[src/sv/afso_pkg.sv]
// shared types and constants for the array flag split offset block
package afso_pkg;

  localparam int unsigned LenBits   = 32;
  localparam int unsigned ValueBits = 32;
  localparam int unsigned RowBits   = 32;
  localparam int unsigned MaxRes    = 3;
  localparam int unsigned CntBits   = 2;

  // apb register map
  localparam int unsigned PaddrBits = 3;
  localparam int unsigned PdataBits = 32;
  localparam logic        REG_REVERSE_MODE = 1'b0;

  // action codes of an input item
  localparam logic ACT_HEADER  = 1'b0;
  localparam logic ACT_ELEMENT = 1'b1;

  typedef enum logic [1:0] {
    KIND_INNER = 2'd0,
    KIND_OUTER = 2'd1,
    KIND_ERROR = 2'd2
  } kind_e;

  typedef struct packed {
    logic               action;
    logic [LenBits-1:0] src_len;
    logic [LenBits-1:0] split_len;
    logic               row_null;
    logic               cut_flag;
    logic               cut_null;
  } in_item_t;

  typedef struct packed {
    kind_e                kind;
    logic [ValueBits-1:0] value;
    logic                 last;
  } result_t;

  // all results caused by one item, slot 0 first
  typedef struct packed {
    logic [CntBits-1:0]       count;
    result_t [MaxRes-1:0]     res;
  } group_t;

  typedef struct packed {
    logic err;
  } core_stat_t;

  typedef struct packed {
    logic               ready;
    logic [CntBits-1:0] pending;
  } emit_stat_t;

endpackage

[src/sv/afso_in_if.sv]
// input item channel
interface afso_in_if;
  logic                          valid;
  logic                          ready;
  logic                          action;
  logic [afso_pkg::LenBits-1:0]  src_len;
  logic [afso_pkg::LenBits-1:0]  split_len;
  logic                          row_null;
  logic                          cut_flag;
  logic                          cut_null;

  modport source (output valid, action, src_len, split_len, row_null, cut_flag, cut_null,
                  input ready);
  modport sink (input valid, action, src_len, split_len, row_null, cut_flag, cut_null,
                output ready);
endinterface

[src/sv/afso_out_if.sv]
// result item channel
interface afso_out_if;
  logic                            valid;
  logic                            ready;
  afso_pkg::kind_e                 kind;
  logic [afso_pkg::ValueBits-1:0]  value;
  logic                            last;

  modport source (output valid, kind, value, last, input ready);
  modport sink (input valid, kind, value, last, output ready);
endinterface

[src/sv/array_flag_split_offsets.sv]
// top level of the array flag split offset generator
//
//   port    dir   protocol       carries
//   in_i    in    valid/ready    row header or one array element
//   out_o   out   valid/ready    inner offset, outer offset or length error
//   apb     in    apb write/read reverse_mode at byte address 0
//
// every item is accepted in a single handshake and leaves 0 to 3 results; one result
// goes out per cycle while the output is ready, so throughput is one item per cycle
// while items give at most one result each; a larger group holds the input until its
// last result is taken; each result passes the group register, then the output register.
// reset clears all row state and the sticky error; after an uneven length
// error, items are still accepted but give no results until reset.
// a stalled output holds its item; the input accepts only while the group slot is free.
module array_flag_split_offsets #(
  parameter int unsigned POS_BITS = 32
) (
  input  logic                               clk_i,
  input  logic                               rst_ni,
  afso_in_if.sink                            in_i,
  afso_out_if.source                         out_o,
  input  logic                               psel,
  input  logic                               penable,
  input  logic                               pwrite,
  input  logic [afso_pkg::PaddrBits-1:0]     paddr,
  input  logic [afso_pkg::PdataBits-1:0]     pwdata,
  output logic [afso_pkg::PdataBits-1:0]     prdata,
  output logic                               pready
);
  import afso_pkg::*;

  logic       reverse_q;
  logic       fire;
  logic       reg_sel;
  in_item_t   item;
  group_t     grp;
  core_stat_t core_stat;
  emit_stat_t emit_stat;

  // configuration register
  assign pready  = 1'b1;
  assign reg_sel = (paddr[PaddrBits-1] == REG_REVERSE_MODE);
  assign prdata  = reg_sel ? PdataBits'(reverse_q) : '0;

  always_ff @(posedge clk_i or negedge rst_ni) begin
    if (!rst_ni) begin
      reverse_q <= 1'b0;
    end else if (psel && penable && pwrite && pready && reg_sel) begin
      reverse_q <= pwdata[0];
    end
  end

  // input handshake
  assign in_i.ready = emit_stat.ready;
  assign fire       = in_i.valid && emit_stat.ready;

  assign item.action    = in_i.action;
  assign item.src_len   = in_i.src_len;
  assign item.split_len = in_i.split_len;
  assign item.row_null  = in_i.row_null;
  assign item.cut_flag  = in_i.cut_flag;
  assign item.cut_null  = in_i.cut_null;

  afso_core #(
    .POS_BITS(POS_BITS)
  ) u_core (
    .clk_i         (clk_i),
    .rst_ni        (rst_ni),
    .reverse_mode_i(reverse_q),
    .fire_i        (fire),
    .item_i        (item),
    .group_o       (grp),
    .stat_o        (core_stat)
  );

  afso_emit u_emit (
    .clk_i  (clk_i),
    .rst_ni (rst_ni),
    .load_i (fire),
    .group_i(grp),
    .stat_o (emit_stat),
    .out_o  (out_o)
  );

  // once set, the error stays until reset
  assert property (@(posedge clk_i) disable iff (!rst_ni)
    core_stat.err |=> core_stat.err)
    else $error("sticky error cleared");

  // after an error no item makes results
  assert property (@(posedge clk_i) disable iff (!rst_ni)
    (fire && core_stat.err) |-> (grp.count == '0))
    else $error("results after sticky error");

  // a loaded group is fully pending in the next cycle
  assert property (@(posedge clk_i) disable iff (!rst_ni)
    (fire && (grp.count != '0)) |=> (emit_stat.pending == $past(grp.count)))
    else $error("result group lost or overwritten");

  // an error is always the only and final result of its item
  assert property (@(posedge clk_i) disable iff (!rst_ni)
    (out_o.valid && (out_o.kind == KIND_ERROR)) |-> out_o.last)
    else $error("error result without last");

endmodule

[src/sv/afso_core.sv]
// row and element state, computes the result group of each accepted item
module afso_core #(
  parameter int unsigned POS_BITS = 32
) (
  input  logic                clk_i,
  input  logic                rst_ni,
  input  logic                reverse_mode_i,
  input  logic                fire_i,
  input  afso_pkg::in_item_t  item_i,
  output afso_pkg::group_t    group_o,
  output afso_pkg::core_stat_t stat_o
);
  import afso_pkg::*;

  logic [POS_BITS-1:0] pos_q, pos_d;
  logic [POS_BITS-1:0] row_start_q, row_start_d;
  logic [POS_BITS-1:0] row_end_q, row_end_d;
  logic [POS_BITS-1:0] inner_q, inner_d;
  logic [RowBits-1:0]  row_cnt_q, row_cnt_d;
  logic                cur_null_q, cur_null_d;
  logic                err_q, err_d;

  logic [POS_BITS-1:0] src_p;
  logic [POS_BITS-1:0] next_pos;
  logic [POS_BITS-1:0] cut_val;
  logic [POS_BITS-1:0] ic_cut;
  logic                mismatch;
  logic                open_row;
  logic                valid_cut;
  logic                cut_hit;
  logic                tail_hit;
  group_t              grp;
  logic [CntBits-1:0]  n;

  assign src_p     = POS_BITS'(item_i.src_len);
  assign mismatch  = !item_i.row_null && (item_i.src_len != item_i.split_len);
  assign open_row  = (pos_q != row_end_q);
  assign next_pos  = pos_q + POS_BITS'(1);
  assign valid_cut = item_i.cut_flag && !item_i.cut_null && !cur_null_q;

  // forward cuts close before the element, reverse cuts after it
  assign cut_hit = open_row && valid_cut &&
                   (reverse_mode_i ? (next_pos != row_end_q) : (pos_q != row_start_q));
  assign cut_val  = reverse_mode_i ? next_pos : pos_q;
  assign tail_hit = open_row && (next_pos == row_end_q);
  assign ic_cut   = inner_q + POS_BITS'(cut_hit);

  // result group and next state
  always_comb begin
    n           = '0;
    grp         = '0;
    pos_d       = pos_q;
    row_start_d = row_start_q;
    row_end_d   = row_end_q;
    inner_d     = inner_q;
    row_cnt_d   = row_cnt_q;
    cur_null_d  = cur_null_q;
    err_d       = err_q;
    if (!err_q) begin
      if (item_i.action == ACT_HEADER) begin
        row_cnt_d   = row_cnt_q + RowBits'(1);
        row_start_d = row_end_q;
        pos_d       = row_end_q;
        if (mismatch) begin
          err_d      = 1'b1;
          grp.res[0] = '{kind: KIND_ERROR, value: ValueBits'(row_cnt_q), last: 1'b0};
          n          = CntBits'(1);
        end else begin
          cur_null_d = item_i.row_null;
          row_end_d  = row_end_q + src_p;
          if (src_p == '0) begin
            grp.res[0] = '{kind: KIND_OUTER, value: ValueBits'(inner_q), last: 1'b0};
            n          = CntBits'(1);
          end
        end
      end else if (open_row) begin
        pos_d = next_pos;
        if (cut_hit) begin
          grp.res[0] = '{kind: KIND_INNER, value: ValueBits'(cut_val), last: 1'b0};
          n          = CntBits'(1);
        end
        if (tail_hit) begin
          grp.res[n] = '{kind: KIND_INNER, value: ValueBits'(row_end_q), last: 1'b0};
          grp.res[n + CntBits'(1)] = '{kind: KIND_OUTER,
                                       value: ValueBits'(ic_cut + POS_BITS'(1)),
                                       last: 1'b0};
          n          = n + CntBits'(2);
        end
        inner_d = ic_cut + POS_BITS'(tail_hit);
      end
    end
    if (n != '0) begin
      grp.res[n - CntBits'(1)].last = 1'b1;
    end
    grp.count = n;
  end

  assign group_o    = grp;
  assign stat_o.err = err_q;

  // state registers
  always_ff @(posedge clk_i or negedge rst_ni) begin
    if (!rst_ni) begin
      pos_q       <= '0;
      row_start_q <= '0;
      row_end_q   <= '0;
      inner_q     <= '0;
      row_cnt_q   <= '0;
      cur_null_q  <= 1'b0;
      err_q       <= 1'b0;
    end else if (fire_i) begin
      pos_q       <= pos_d;
      row_start_q <= row_start_d;
      row_end_q   <= row_end_d;
      inner_q     <= inner_d;
      row_cnt_q   <= row_cnt_d;
      cur_null_q  <= cur_null_d;
      err_q       <= err_d;
    end
  end

endmodule

[src/sv/afso_emit.sv]
// holds one result group; an output register hands it out one item per unstalled cycle
module afso_emit (
  input  logic                  clk_i,
  input  logic                  rst_ni,
  input  logic                  load_i,
  input  afso_pkg::group_t      group_i,
  output afso_pkg::emit_stat_t  stat_o,
  afso_out_if.source            out_o
);
  import afso_pkg::*;

  result_t [MaxRes-1:0] g_q;
  logic [CntBits-1:0]   rem_q, rem_d;
  logic [CntBits-1:0]   head_q, head_d;
  logic                 o_valid_q;
  result_t              o_res_q;
  logic                 o_load;
  logic                 take;
  logic                 new_grp;

  assign o_load  = !o_valid_q || out_o.ready;
  assign take    = o_load && (rem_q != '0);
  assign new_grp = load_i && (group_i.count != '0);

  // group slot frees when its last item moves to the output register
  assign stat_o.ready   = (rem_q == '0) || ((rem_q == CntBits'(1)) && o_load);
  assign stat_o.pending = rem_q;

  always_comb begin
    rem_d  = rem_q;
    head_d = head_q;
    if (take) begin
      rem_d  = rem_q - CntBits'(1);
      head_d = head_q + CntBits'(1);
    end
    if (new_grp) begin
      rem_d  = group_i.count;
      head_d = '0;
    end
  end

  // control registers
  always_ff @(posedge clk_i or negedge rst_ni) begin
    if (!rst_ni) begin
      rem_q     <= '0;
      head_q    <= '0;
      o_valid_q <= 1'b0;
    end else begin
      rem_q  <= rem_d;
      head_q <= head_d;
      if (o_load) begin
        o_valid_q <= (rem_q != '0);
      end
    end
  end

  // payload registers
  always_ff @(posedge clk_i) begin
    if (new_grp) begin
      g_q <= group_i.res;
    end
    if (take) begin
      o_res_q <= g_q[head_q];
    end
  end

  assign out_o.valid = o_valid_q;
  assign out_o.kind  = o_res_q.kind;
  assign out_o.value = o_res_q.value;
  assign out_o.last  = o_res_q.last;

endmodule

[src/flat_wrapper.sv]
// flat-port wrapper written by rule: the top's interface ports become plain ports
module array_flag_split_offsets_flat import afso_pkg::*;
#(
  parameter int unsigned POS_BITS = 32
)
  (clk_i, rst_ni, psel, penable, pwrite, paddr, pwdata, prdata, pready, in_i_valid, in_i_action, in_i_src_len, in_i_split_len, in_i_row_null, in_i_cut_flag, in_i_cut_null, in_i_ready, out_o_valid, out_o_kind, out_o_value, out_o_last, out_o_ready);
  afso_in_if in_i_i ();
  afso_out_if out_o_i ();
  input  logic clk_i;
  input  logic rst_ni;
  input  logic psel;
  input  logic penable;
  input  logic pwrite;
  input  logic [afso_pkg::PaddrBits-1:0] paddr;
  input  logic [afso_pkg::PdataBits-1:0] pwdata;
  output logic [afso_pkg::PdataBits-1:0] prdata;
  output logic pready;
  input wire logic [$bits(in_i_i.valid)-1:0] in_i_valid;
  input wire logic [$bits(in_i_i.action)-1:0] in_i_action;
  input wire logic [$bits(in_i_i.src_len)-1:0] in_i_src_len;
  input wire logic [$bits(in_i_i.split_len)-1:0] in_i_split_len;
  input wire logic [$bits(in_i_i.row_null)-1:0] in_i_row_null;
  input wire logic [$bits(in_i_i.cut_flag)-1:0] in_i_cut_flag;
  input wire logic [$bits(in_i_i.cut_null)-1:0] in_i_cut_null;
  output wire logic [$bits(in_i_i.ready)-1:0] in_i_ready;
  output wire logic [$bits(out_o_i.valid)-1:0] out_o_valid;
  output wire logic [$bits(out_o_i.kind)-1:0] out_o_kind;
  output wire logic [$bits(out_o_i.value)-1:0] out_o_value;
  output wire logic [$bits(out_o_i.last)-1:0] out_o_last;
  input wire logic [$bits(out_o_i.ready)-1:0] out_o_ready;
  assign in_i_i.valid = in_i_valid;
  assign in_i_i.action = in_i_action;
  assign in_i_i.src_len = in_i_src_len;
  assign in_i_i.split_len = in_i_split_len;
  assign in_i_i.row_null = in_i_row_null;
  assign in_i_i.cut_flag = in_i_cut_flag;
  assign in_i_i.cut_null = in_i_cut_null;
  assign in_i_ready = in_i_i.ready;
  assign out_o_valid = out_o_i.valid;
  assign out_o_kind = out_o_i.kind;
  assign out_o_value = out_o_i.value;
  assign out_o_last = out_o_i.last;
  assign out_o_i.ready = out_o_ready;
  array_flag_split_offsets #(.POS_BITS(POS_BITS)) u_core (.clk_i(clk_i), .rst_ni(rst_ni), .in_i(in_i_i), .out_o(out_o_i), .psel(psel), .penable(penable), .pwrite(pwrite), .paddr(paddr), .pwdata(pwdata), .prdata(prdata), .pready(pready));
endmodule
[config.mk]
export PLATFORM = sky130hd
export DESIGN_NAME = array_flag_split_offsets_flat
export DESIGN_NICKNAME = d
export VERILOG_FILES = /design/src/sv/afso_pkg.sv /design/src/sv/afso_in_if.sv /design/src/sv/afso_out_if.sv /design/src/sv/array_flag_split_offsets.sv /design/src/sv/afso_core.sv /design/src/sv/afso_emit.sv /design/src/flat_wrapper.sv
export SDC_FILE = /design/constraint.sdc
export NUM_CORES = 1
export LEC_CHECK = 0
export BUFFER_PORTS_ARGS = -buffer_cell sky130_fd_sc_hd__buf_2
export CAP_MARGIN = 0
export CORE_MARGIN = 2
export CORE_UTILIZATION = 60
export DETAILED_ROUTE_END_ITERATION = 8
export GPL_TIMING_DRIVEN = 0
export PLACE_DENSITY = 0.8
export SLEW_MARGIN = 10
export SYNTH_ARGS = -nofsm -noshare
export SYNTH_HDL_FRONTEND = slang
export SYNTH_SLANG_ARGS = --single-unit
[constraint.sdc]
create_clock -name clk_i -period 19.6 [get_ports clk_i]
set_input_delay 1.96 -clock clk_i [delete_from_list [all_inputs] [get_ports clk_i]]
set_output_delay 1.96 -clock clk_i [all_outputs]
set_load 0.1 [all_outputs]
==> flow_metrics.tcl, run 1 <==
set metrics [dict create \
    critPathMaxStageDelay_ns 1.03 \
    synth_seq_area_share_pct 41.47 \
    post_drt_via_cell_ratio 6.535 \
    dp_hpwl_mm 54.66 \
    r2r-start "u_core.u_core.pos_q[5]$_DFFE_PN0P_" \
    cts_inserted_buffers 35 \
    min_from "u_core.u_core.row_cnt_q[31]$_DFFE_PN0P_" \
    min_path_type "flop to flop" \
    port_buffers 113 \
    overflow 0 \
    synth_fa_ha_area_share_pct 2.586 \
    num_rows 67 \
    drive_gt1_share_pct 13.46 \
    netlist_instances 2174 \
    final_cell_mix "nand2_1 (260), dfrtp_1 (168), xnor2_1 (147), buf_2 (138), edfxtp_1 (138)" \
    cts_resized 0 \
    clockRootBuffer "clkbuf_16" \
    grt_max_degree 87 \
    synth-simple-area-share_pct 18.85 \
    ant_nets 0 \
    synth-edff-count 138 \
    worst-path-max-fanout 10 \
    leakagePower_nw 9.081 \
    dr_total_vias 18519 \
    path_cells "clkbuf_1 > and4_1 > nand4_1 > nor4_1 > nand2_1 > xor2_1 > nor3_1 > a41o_1 > inv_1 > buf_1 > ha_1 > ha_1 > clkbuf_1 > nand4_1 > nor4_1 > xor2_1 > o211ai_1 > nor4_1 > nand3_1 > o31ai_1 > nand3_1 > a21boi_1" \
    regToRegSetupSlack_ns 10.79 \
    clk_pin_slew_ns 0.06 \
    skew_ns 0.02315 \
    antenna_found_initial 3 \
    die_width_microns 187.2 \
    grt_use_total_pct 39.92 \
    syn_area_sq_um 20130 \
    hold_violations 0 \
    placed_area_sq_um 21470 \
    cp.arrival_ns 9.22 \
    rsz0062_at_grt "no" \
    drc 0 \
    final_nets 2509 \
    cpMostUsedCell "nor4_1" \
    cts_tree "built" \
    synth-xor-area-share_pct 11.51 \
    cp.required_ns 20.01 \
    fin_area_sq_um 22660 \
    synth_top_family_by_area "simple AND/OR/NAND/NOR gates" \
    synthFlopType "dfrtp_1" \
    avgSynthCellArea_sq_um 9.259 \
    postCtsHoldBufs 0 \
    final-setup-viol-count 0 \
    drt_pre_antenna_iters 6 \
    timing.slew.headroom_pct 13.11 \
    area_growth_pct 12.60 \
    status "finished, final reports clean" \
    fin_crit_sh_pct 44.94 \
    die_h_microns 187.2 \
    grt_pass1_wl_mm 105.5 \
    post_drt_wl_per_cell_microns 24.84 \
    path_buf_inv 4 \
    timing.fmax_ghz 0.1135 \
    postCtsSetupBuffers 0 \
    drtIter0Drc 2178 \
    min_period_ns 8.808 \
    wirelength_mm 70.39 \
    synth_compound_area_share_pct 15.57 \
    fill_cells 2630 \
    irDropWorstVdd_mv 0.1167 \
    crit_path_end_kind "flop" \
    globalplace.congestion 1.032 \
    setup_tns_ns 0 \
    tightestPinTransition_ns 1.291 \
    clk_path_buf_depth 3 \
    synth_cell_types 78 \
    dieArea_sq_um 35030 \
    initial_core_util_pct 60.48 \
    ys_ff_latch 306 \
    multi_input_area_sq_um 10810 \
    synth_mux_area_share_pct 4.463 \
    timing.final.max_slew_violations 0 \
    core-area_sq_um 33280 \
    worstSetupStartpointType "flop" \
    clkLatencyLatePin_ns 0.56 \
    clock_sinks 306 \
    final_common_cell "nand2_1" \
    htreeDepth 2 \
    cellPowerDensity_nw_per_um2 136.9 \
    holdWs_ns 0.4956 \
    critical-path-top-delay-family "simple AND/OR/NAND/NOR gates" \
    critical_path.slowest_cell "nor4_1" \
    seq_area_sq_um 8348 \
    drv_cap 0 \
    ys_warn_count 0 \
    grt_pass1_vias 17486 \
    crit_path_start "u_core.u_core.pos_q[5]$_DFFE_PN0P_" \
    synth-async-reset-ratio_pct 54.90 \
    ios 180 \
    crit_type "flop to flop" \
]
per-layer routing:
metal,vias up,GRT usage (%),routed length (microns),part of all wire (%)
met5,-,1.236,73,0.10
met3,252,7.505,7876,11
met2,1272,61.75,30960,44
met1,8785,53.00,26740,38
met4,4,22.50,4743,6.7
li1,8206,-,-,-
cells in the mapped netlist, drive strengths merged, types with 33 or more instances:
library cell,number,area share [%]
inv,51,0.95
xor2,115,5.0
and3,53,1.6
mux2i,47,2.3
nor2,106,2.0
nand2,260,4.8
nor4,45,1.4
ha,40,2.5
mux2,38,2.1
a21oi,120,3.0
a22oi,33,1.2
edfxtp,138,21
a21boi,34,1.3
dfrtp,168,21
nand3,61,1.5
nand4,53,1.6
xnor2,147,6.4
buf,82,2.5
o21ai,114,2.8
clkbuf,107,2.0
final timing paths:
check | to | cells after the start
min in group asynchronous | u_core.u_core.row_cnt_q[14]$_DFFE_PN0P_ | 1
max in group asynchronous | u_core.u_emit.out_o.valid$_DFFE_PN0N_ | 2
worst max register to register | u_core.u_emit.g_q[63]$_SDFFCE_PP0P_ | 22
worst min register to register | u_core.u_core.row_cnt_q[31]$_DFFE_PN0P_ | 1
worst min-delay path | u_core.u_core.row_cnt_q[31]$_DFFE_PN0P_ | 1
worst max-delay path | u_core.u_emit.g_q[63]$_SDFFCE_PP0P_ | 22
area by class of cell:
type                            count  area share, %
Timing Repair Buffer              117          2.871
Clock inverter                     22          1.016
Buffer                            189          4.047
Clock buffer                       42          4.207
Inverter                           51         0.8447
Antenna cell                        1        0.01104
Multi-Input combinational cell   1658          47.70
Sequential cell                   306          36.83
Tap cell                          448          2.473
flip-flops by register name (all words and copies together) (netlist names), 32 cells and up:
register / count
u_core.u_emit.out_o.value: 32
u_core.u_core.row_cnt_q: 32
u_core.u_core.row_start_q: 32
u_core.u_core.pos_q: 32
u_core.u_core.inner_q: 32
u_core.u_emit.g_q: 103
u_core.u_core.row_end_q: 32
cell families after synthesis:
| family | after synthesis |
|---|---|
| buffers and inverters | 240 |
| other | 2 |
| AND/OR/NAND/NOR | 750 |
| AO/OA/AOI/OAI | 487 |
| adder cells (fa/ha/maj) | 41 |
| multiplexers | 85 |
| XOR/XNOR | 263 |
| flip-flops | 306 |
power by group:
part	total (mW)	internal (mW)	switching [mW]
clock	0.676	0.391	0.285
sequential	0.985	0.828	0.158
combinational	1.44	0.431	1.01
per-stage QoR:
stage	setup WS, ns	utilization, %	cells	power [mW]
after CTS	10.75	68.07	2833	3.073
after global placement	10.84	64.20	2765	2.360
after global routing	10.52	68.09	2833	3.233
final	10.79	68.10	2834	3.102
after floorplan	13.01	-	2204	2.003
after detailed placement	10.81	64.52	2769	2.396
(Power assumes the default switching activity.)
==> run 2: changes to the inputs <==
--- a/config.mk
+++ b/config.mk
@@ -8,10 +8,10 @@
 export BUFFER_PORTS_ARGS = -buffer_cell sky130_fd_sc_hd__buf_2
 export CAP_MARGIN = 0
 export CORE_MARGIN = 2
-export CORE_UTILIZATION = 60
+export CORE_UTILIZATION = 55
 export DETAILED_ROUTE_END_ITERATION = 8
 export GPL_TIMING_DRIVEN = 0
-export PLACE_DENSITY = 0.8
+export PLACE_DENSITY = 0.78
 export SLEW_MARGIN = 10
 export SYNTH_ARGS = -nofsm -noshare
 export SYNTH_HDL_FRONTEND = slang
==> constraint.sdc (replaced) <==
create_clock -name clk_i -period 7.69 [get_ports clk_i]
set_input_delay 0.769 -clock clk_i [delete_from_list [all_inputs] [get_ports clk_i]]
set_output_delay 0.769 -clock clk_i [all_outputs]
set_load 0.1 [all_outputs]
==> run 2 against run 1 <==
Utilization shrank 5.2 points. Power rose to 2.6 times the previous value. First-iteration DRC count decreased by 2.7%. Register-to-register slack lost 11 ns. Clock power grew to 2.6 times the previous value. Highest routed layer unchanged. Non-clock buffer count is the same. Combinational power grew to 2.5 times the previous value. Largest cell class unchanged. Routed wire length is 1.6% lower. Count of clock-buffer cells in the layout is 1 higher.
==> flow_metrics.tcl, run 2 (synthesis gave the netlist of run 1 again) <==
set metrics [dict create \
    drv_cap 0 \
    path_cells "and2_1 > nand3_1 > or4_1 > clkbuf_1 > xnor2_1 > or3_1 > nor3_4 > a41o_1 > clkinvlp_4 > ha_2 > ha_1 > clkbuf_1 > and3_1 > xnor2_1 > a211oi_2 > o2111ai_2 > nor4_4 > nand4_1 > or3_1 > and4_1" \
    die_h_microns 195.3 \
    drive_gt1_share_pct 14.23 \
    drt_pre_antenna_iters 6 \
    timing.fmax_ghz 0.1350 \
    port_buffers 113 \
    num_rows 70 \
    min_period_ns 7.410 \
    hold_violations 0 \
    p_clk_share_pct 22.2 \
    fin_util_pct 62.94 \
    pwr-share-seq_pct 31.8 \
    timing.slew.headroom_pct 11.41 \
    final-setup-viol-count 0 \
    clockRootBuffer "clkbuf_16" \
    skew_ns 0.01876 \
    critical_path.slowest_cell "dfrtp_1" \
    use_met2_pct 55.44 \
    dp_hpwl_mm 53.95 \
    postCtsHoldBufs 0 \
    grt_pass1_vias 17041 \
    worstSetupStartpointType "flop" \
    critical-path-top-delay-family "simple AND/OR/NAND/NOR gates" \
    ios 180 \
    largest-register "u_core.u_emit.g_q" \
    fin_crit_sh_pct 96.36 \
    gr-usage-met3_pct 5.630 \
    path_buf_inv 3 \
    pre_cts_slack_ns -1.282 \
    path_depth 20 \
    drc 0 \
    htreeDepth 2 \
    drtIter0Drc 2120 \
    comb_power_share_pct 46.0 \
    area_growth_pct 13.66 \
    tightestPinTransition_ns 1.317 \
    holdWs_ns 0.2550 \
    cp.arrival_ns 7.69 \
    clk_pin_slew_ns 0.07 \
    die_width_microns 195.3 \
    wirelength_mm 69.23 \
    core-area_sq_um 36350 \
    timing.final.max_slew_violations 0 \
    ant_nets 0 \
    post_drt_wl_per_cell_microns 24.28 \
    status "finished, final reports clean" \
    grt_max_degree 91 \
    rsz0062_at_grt "no" \
    clkLatencyLatePin_ns 0.55 \
    initial_core_util_pct 55.38 \
    grt-busiest-layer "met2" \
    dieArea_sq_um 38140 \
    grt_pass1_wl_mm 104.1 \
    cts_inserted_buffers 36 \
    cellPowerDensity_nw_per_um2 347.2 \
    critPathMaxStageDelay_ns 0.67 \
    cts_tree "built" \
    antenna_found_initial 2 \
    dr_total_vias 18239 \
    layout_setup_ws_ns 0.2801 \
    worst-path-max-fanout 15 \
    use_met1_pct 49.38 \
    grt_use_total_pct 36.18 \
    largest_register_ffs 103 \
    min_path_type "primary input to asynchronous set/reset pin" \
    crit_type "flop to flop" \
    final_nets 2510 \
    clk_path_buf_depth 3 \
    cp.required_ns 7.98 \
    post_drt_via_cell_ratio 6.397 \
    irDropWorstVdd_mv 0.1983 \
    crit_path_end_kind "flop" \
    p_switching_mw 3.675 \
    globalplace.congestion 0.9942 \
    internal_power_mw 4.268 \
    clock_sinks 306 \
    leakagePower_nw 9.193 \
    overflow 0 \
    swShare_pct 46.27 \
    final_common_cell "nand2_1" \
    ff2ff_path_depth 20 \
    final_cell_mix "nand2_1 (260), dfrtp_1 (168), xnor2_1 (145), buf_2 (139), edfxtp_1 (138)" \
    n_antenna_cell 0 \
]
[run 2: final cells by class]
class	count	area, sq um
clock buffer	43	947.2
multi-input combinational	1658	10960
timing repair buffer	119	670.6
clock inverter	19	262.8
buffer	187	910.9
inverter	51	195.2
fill	3060	13470
sequential	306	8348
tap	468	585.6
[run 2: routing by layer]
layer | up-vias | routed length (microns) | part of all wire [%]
li1 | 8183 | - | -
met1 | 8833 | 28360 | 41
met2 | 1031 | 30330 | 44
met3 | 190 | 6281 | 9.1
met4 | 2 | 4249 | 6.1
met5 | - | 13 | 0.019
[run 2: timing repair]
action,in CTS,in global routing
setup endpoints to repair,59,35
pin swaps,1,1
setup buffers,2,0
endpoints found under the hold margin,0,0
resized for setup,15,13
[run 2: path summary, 6_finish.rpt]
path	to	startpoint	slack [ns]
setup / recovery	u_core.u_emit.g_q[101]$_SDFFCE_PP0P_	u_core.u_core.pos_q[5]$_DFFE_PN0P_	0.28
hold / removal	u_core.u_core.inner_q[7]$_DFFE_PN0P_	rst_ni	0.25
setup reg to reg	u_core.u_emit.g_q[101]$_SDFFCE_PP0P_	u_core.u_core.pos_q[5]$_DFFE_PN0P_	0.28
hold reg to reg	u_core.u_core.row_cnt_q[31]$_DFFE_PN0P_	u_core.u_core.row_cnt_q[31]$_DFFE_PN0P_	0.48
max in group asynchronous	u_core.u_core.row_start_q[25]$_DFFE_PN0P_	rst_ni	6.56
min in group clk_i	u_core.reverse_q$_DFFE_PN0P_	pwdata[0]	0.44
[run 2: metrics by stage]
step | cells | area [sq um] | power [mW] | setup TNS [ns]
4_1_cts | 2852 | 22810 | 7.859 | 0
5_1_grt | 2851 | 22880 | 8.300 | 0
3_3_place_gp | 2785 | 21390 | 6.001 | -69.58
3_5_place_dp | 2789 | 21500 | 6.088 | -32.88
6_report | 2851 | 22880 | 7.942 | 0
2_1_floorplan | 2204 | 20240 | 5.104 | 0
[run 2: worst reg2reg max path: stages, from the launching register on]
cell and delay [ns]:
dfrtp_1 0.67, and2_1 0.33, nand3_1 0.25, or4_1 0.52
clkbuf_1 0.20, xnor2_1 0.16, or3_1 0.45, nor3_4 0.35
a41o_1 0.30, clkinvlp_4 0.29, ha_2 0.36, ha_1 0.20
clkbuf_1 0.21, and3_1 0.29, xnor2_1 0.31, a211oi_2 0.48
o2111ai_2 0.36, nor4_4 0.48, nand4_1 0.24, or3_1 0.43
and4_1 0.27
[run 2: power groups by stage]
| stage | Sequential, mW | Clock [mW] | Combinational, mW |
|---|---|---|---|
| finish | 2.53 | 1.76 | 3.65 |
| global route | 2.55 | 1.84 | 3.91 |
| CTS | 2.50 | 1.78 | 3.58 |
| global placement | 2.51 | 0 | 3.49 |
| floorplan | 3.04 | 0 | 2.06 |
| detailed placement | 2.52 | 0 | 3.57 |
==> run 3: changes to the inputs <==
--- a/config.mk
+++ b/config.mk
@@ -11,7 +11,7 @@
 export CORE_UTILIZATION = 55
 export DETAILED_ROUTE_END_ITERATION = 8
 export GPL_TIMING_DRIVEN = 0
-export PLACE_DENSITY = 0.78
+export PLACE_DENSITY = 0.85
 export SLEW_MARGIN = 10
 export SYNTH_ARGS = -nofsm -noshare
 export SYNTH_HDL_FRONTEND = slang
==> run 3 against run 2 <==
Routed wire length grew 1.1%. Count of clock-buffer cells in the layout shrank 2. Largest cell class unchanged. Die area is the same. Via count is essentially flat. Design area is essentially flat. Sequential power is essentially flat. Highest routed layer is now met4. Combinational power is essentially flat.
==> flow_metrics.tcl, run 3 (synthesis gave the netlist of run 1 again) <==
set metrics [dict create \
    worst-path-max-fanout 9 \
    cts_inserted_buffers 36 \
    cp.arrival_ns 7.62 \
    wirelength_mm 70.02 \
    clkLatencyLatePin_ns 0.56 \
    tightestPinTransition_ns 1.266 \
    area_growth_pct 13.76 \
    status "finished, final reports clean" \
    rsz0062_at_grt "no" \
    ios 180 \
    leakagePower_nw 9.185 \
    final-setup-viol-count 0 \
    crit_type "flop to flop" \
    final_common_cell "nand2_1" \
    initial_core_util_pct 55.38 \
    min_period_ns 7.324 \
    largest-register "u_core.u_emit.g_q" \
    htreeDepth 2 \
    grt_use_total_pct 36.63 \
    cts_tree "built" \
    overflow 0 \
    dieArea_sq_um 38140 \
    clk_path_buf_depth 3 \
    timing.slew.headroom_pct 14.81 \
    drc 0 \
    crit_path_end_kind "flop" \
    layout.cells.non_filler 2856 \
    fin_crit_sh_pct 95.24 \
    fin_util_pct 63.00 \
    cp.required_ns 7.99 \
    clk_pin_slew_ns 0.06 \
    min_path_type "primary input to asynchronous set/reset pin" \
    antenna_found_initial 1 \
    ant_nets 0 \
    dr_total_vias 18251 \
    timing.final.max_slew_violations 0 \
    port_buffers 113 \
    clock_sinks 306 \
    worstSetupStartpointType "flop" \
    grt_pass1_wl_mm 105.7 \
    irDropWorstVdd_mv 0.2434 \
    holdWs_ns 0.2131 \
    hold_violations 0 \
    fill_cells 2985 \
    skew_ns 0.04236 \
    die_h_microns 195.3 \
    timing.fmax_ghz 0.1365 \
    cellPowerDensity_nw_per_um2 350.2 \
    final_cell_mix "nand2_1 (260), dfrtp_1 (168), xnor2_1 (146), buf_2 (139), edfxtp_1 (138)" \
    drv_cap 0 \
    grt_pass1_vias 17433 \
    post_drt_via_cell_ratio 6.390 \
    largest_register_ffs 103 \
    place_inst 2789 \
    layout_setup_ws_ns 0.3664 \
    post_drt_wl_per_cell_microns 24.52 \
    grt_max_degree 99 \
    final_nets 2513 \
    num_rows 70 \
    pre_cts_slack_ns -1.163 \
    wl_met2_mm 30.58 \
    power_mw 8.020 \
    postCtsHoldBufs 0 \
    die_width_microns 195.3 \
    n_antenna_cell 0 \
    wl_met1_mm 27.55 \
    clockRootBuffer "clkbuf_16" \
    dp_hpwl_mm 53.87 \
    drive_gt1_share_pct 14.28 \
    core-area_sq_um 36350 \
    drtIter0Drc 1880 \
    globalplace.congestion 1.029 \
    top_layer "met4" \
    drt_pre_antenna_iters 6 \
    dr_wl_met3_mm 7.551 \
]
run 3: final timing paths:
| path | start | endpoint | slack (ns) | depth (start not counted) |
|---|---|---|---|---|
| hold reg to reg | u_core.u_core.row_cnt_q[31]$_DFFE_PN0P_ | u_core.u_core.row_cnt_q[31]$_DFFE_PN0P_ | 0.48 | 1 |
| setup / recovery | u_core.u_core.pos_q[5]$_DFFE_PN0P_ | u_core.u_emit.g_q[98]$_SDFFCE_PP0P_ | 0.37 | 21 |
| min in group clk_i | pwdata[0] | u_core.reverse_q$_DFFE_PN0P_ | 0.41 | 3 |
| setup reg to reg | u_core.u_core.pos_q[5]$_DFFE_PN0P_ | u_core.u_emit.g_q[98]$_SDFFCE_PP0P_ | 0.37 | 21 |
| max in group asynchronous | rst_ni | u_core.u_emit.rem_q[1]$_DFFE_PN0P_ | 6.55 | 2 |
| hold / removal | rst_ni | u_core.u_core.inner_q[14]$_DFFE_PN0P_ | 0.21 | 1 |
run 3: worst max-delay path, stage by stage, from the launching register on:
cell and delay, ns:
dfrtp_1 0.69, and2_1 0.33, nand3_1 0.26, or4_1 0.52, clkbuf_1 0.20, xnor2_1 0.16
or3_1 0.41, nor3_2 0.43, a41o_1 0.32, clkinvlp_4 0.18, ha_2 0.29, ha_1 0.20
clkbuf_1 0.21, and4_1 0.26, clkbuf_1 0.22, xnor2_1 0.18, o22ai_1 0.36, nand3_1 0.30
nor2_1 0.42, nand3_1 0.22, or4_1 0.60, and4_1 0.28
run 3: layout make-up:
class | count | area, sq um | area share (%)
Tap cell | 468 | 585.6 | 2.557
Timing Repair Buffer | 123 | 700.7 | 3.060
Buffer | 186 | 905.9 | 3.956
Clock buffer | 41 | 929.6 | 4.060
Inverter | 51 | 195.2 | 0.8524
Multi-Input combinational cell | 1658 | 10920 | 47.69
Clock inverter | 23 | 314.1 | 1.372
Sequential cell | 306 | 8348 | 36.46
run 3: timing repair:
action                                  CTS  global route
endpoints found under the setup margin   53            35
setup buffers                             3             3
pin swaps                                 1             1
resized for setup                        10            11
run 3: power by group:
part           internal [mW]  switching [mW]  leakage (nW)
Clock                   1.09           0.742         0.609
Sequential              2.11           0.437          3.47
Combinational           1.10            2.54          5.10
Total                   4.30            3.72          9.18
run 3: metal layers:
layer	up-vias	GRT usage, %
met5	-	0
met4	0	19.39
met3	217	7.910
met2	1098	56.26
met1	8746	48.78
li1	8190	-
run 3: through the flow:
step | setup TNS [ns] | cell area [sq um]
finish | 0 | 22900
CTS | 0 | 22810
global placement | -55.72 | 21390
global route | 0 | 22900
detailed placement | -28.64 | 21500
floorplan | 0 | 20240
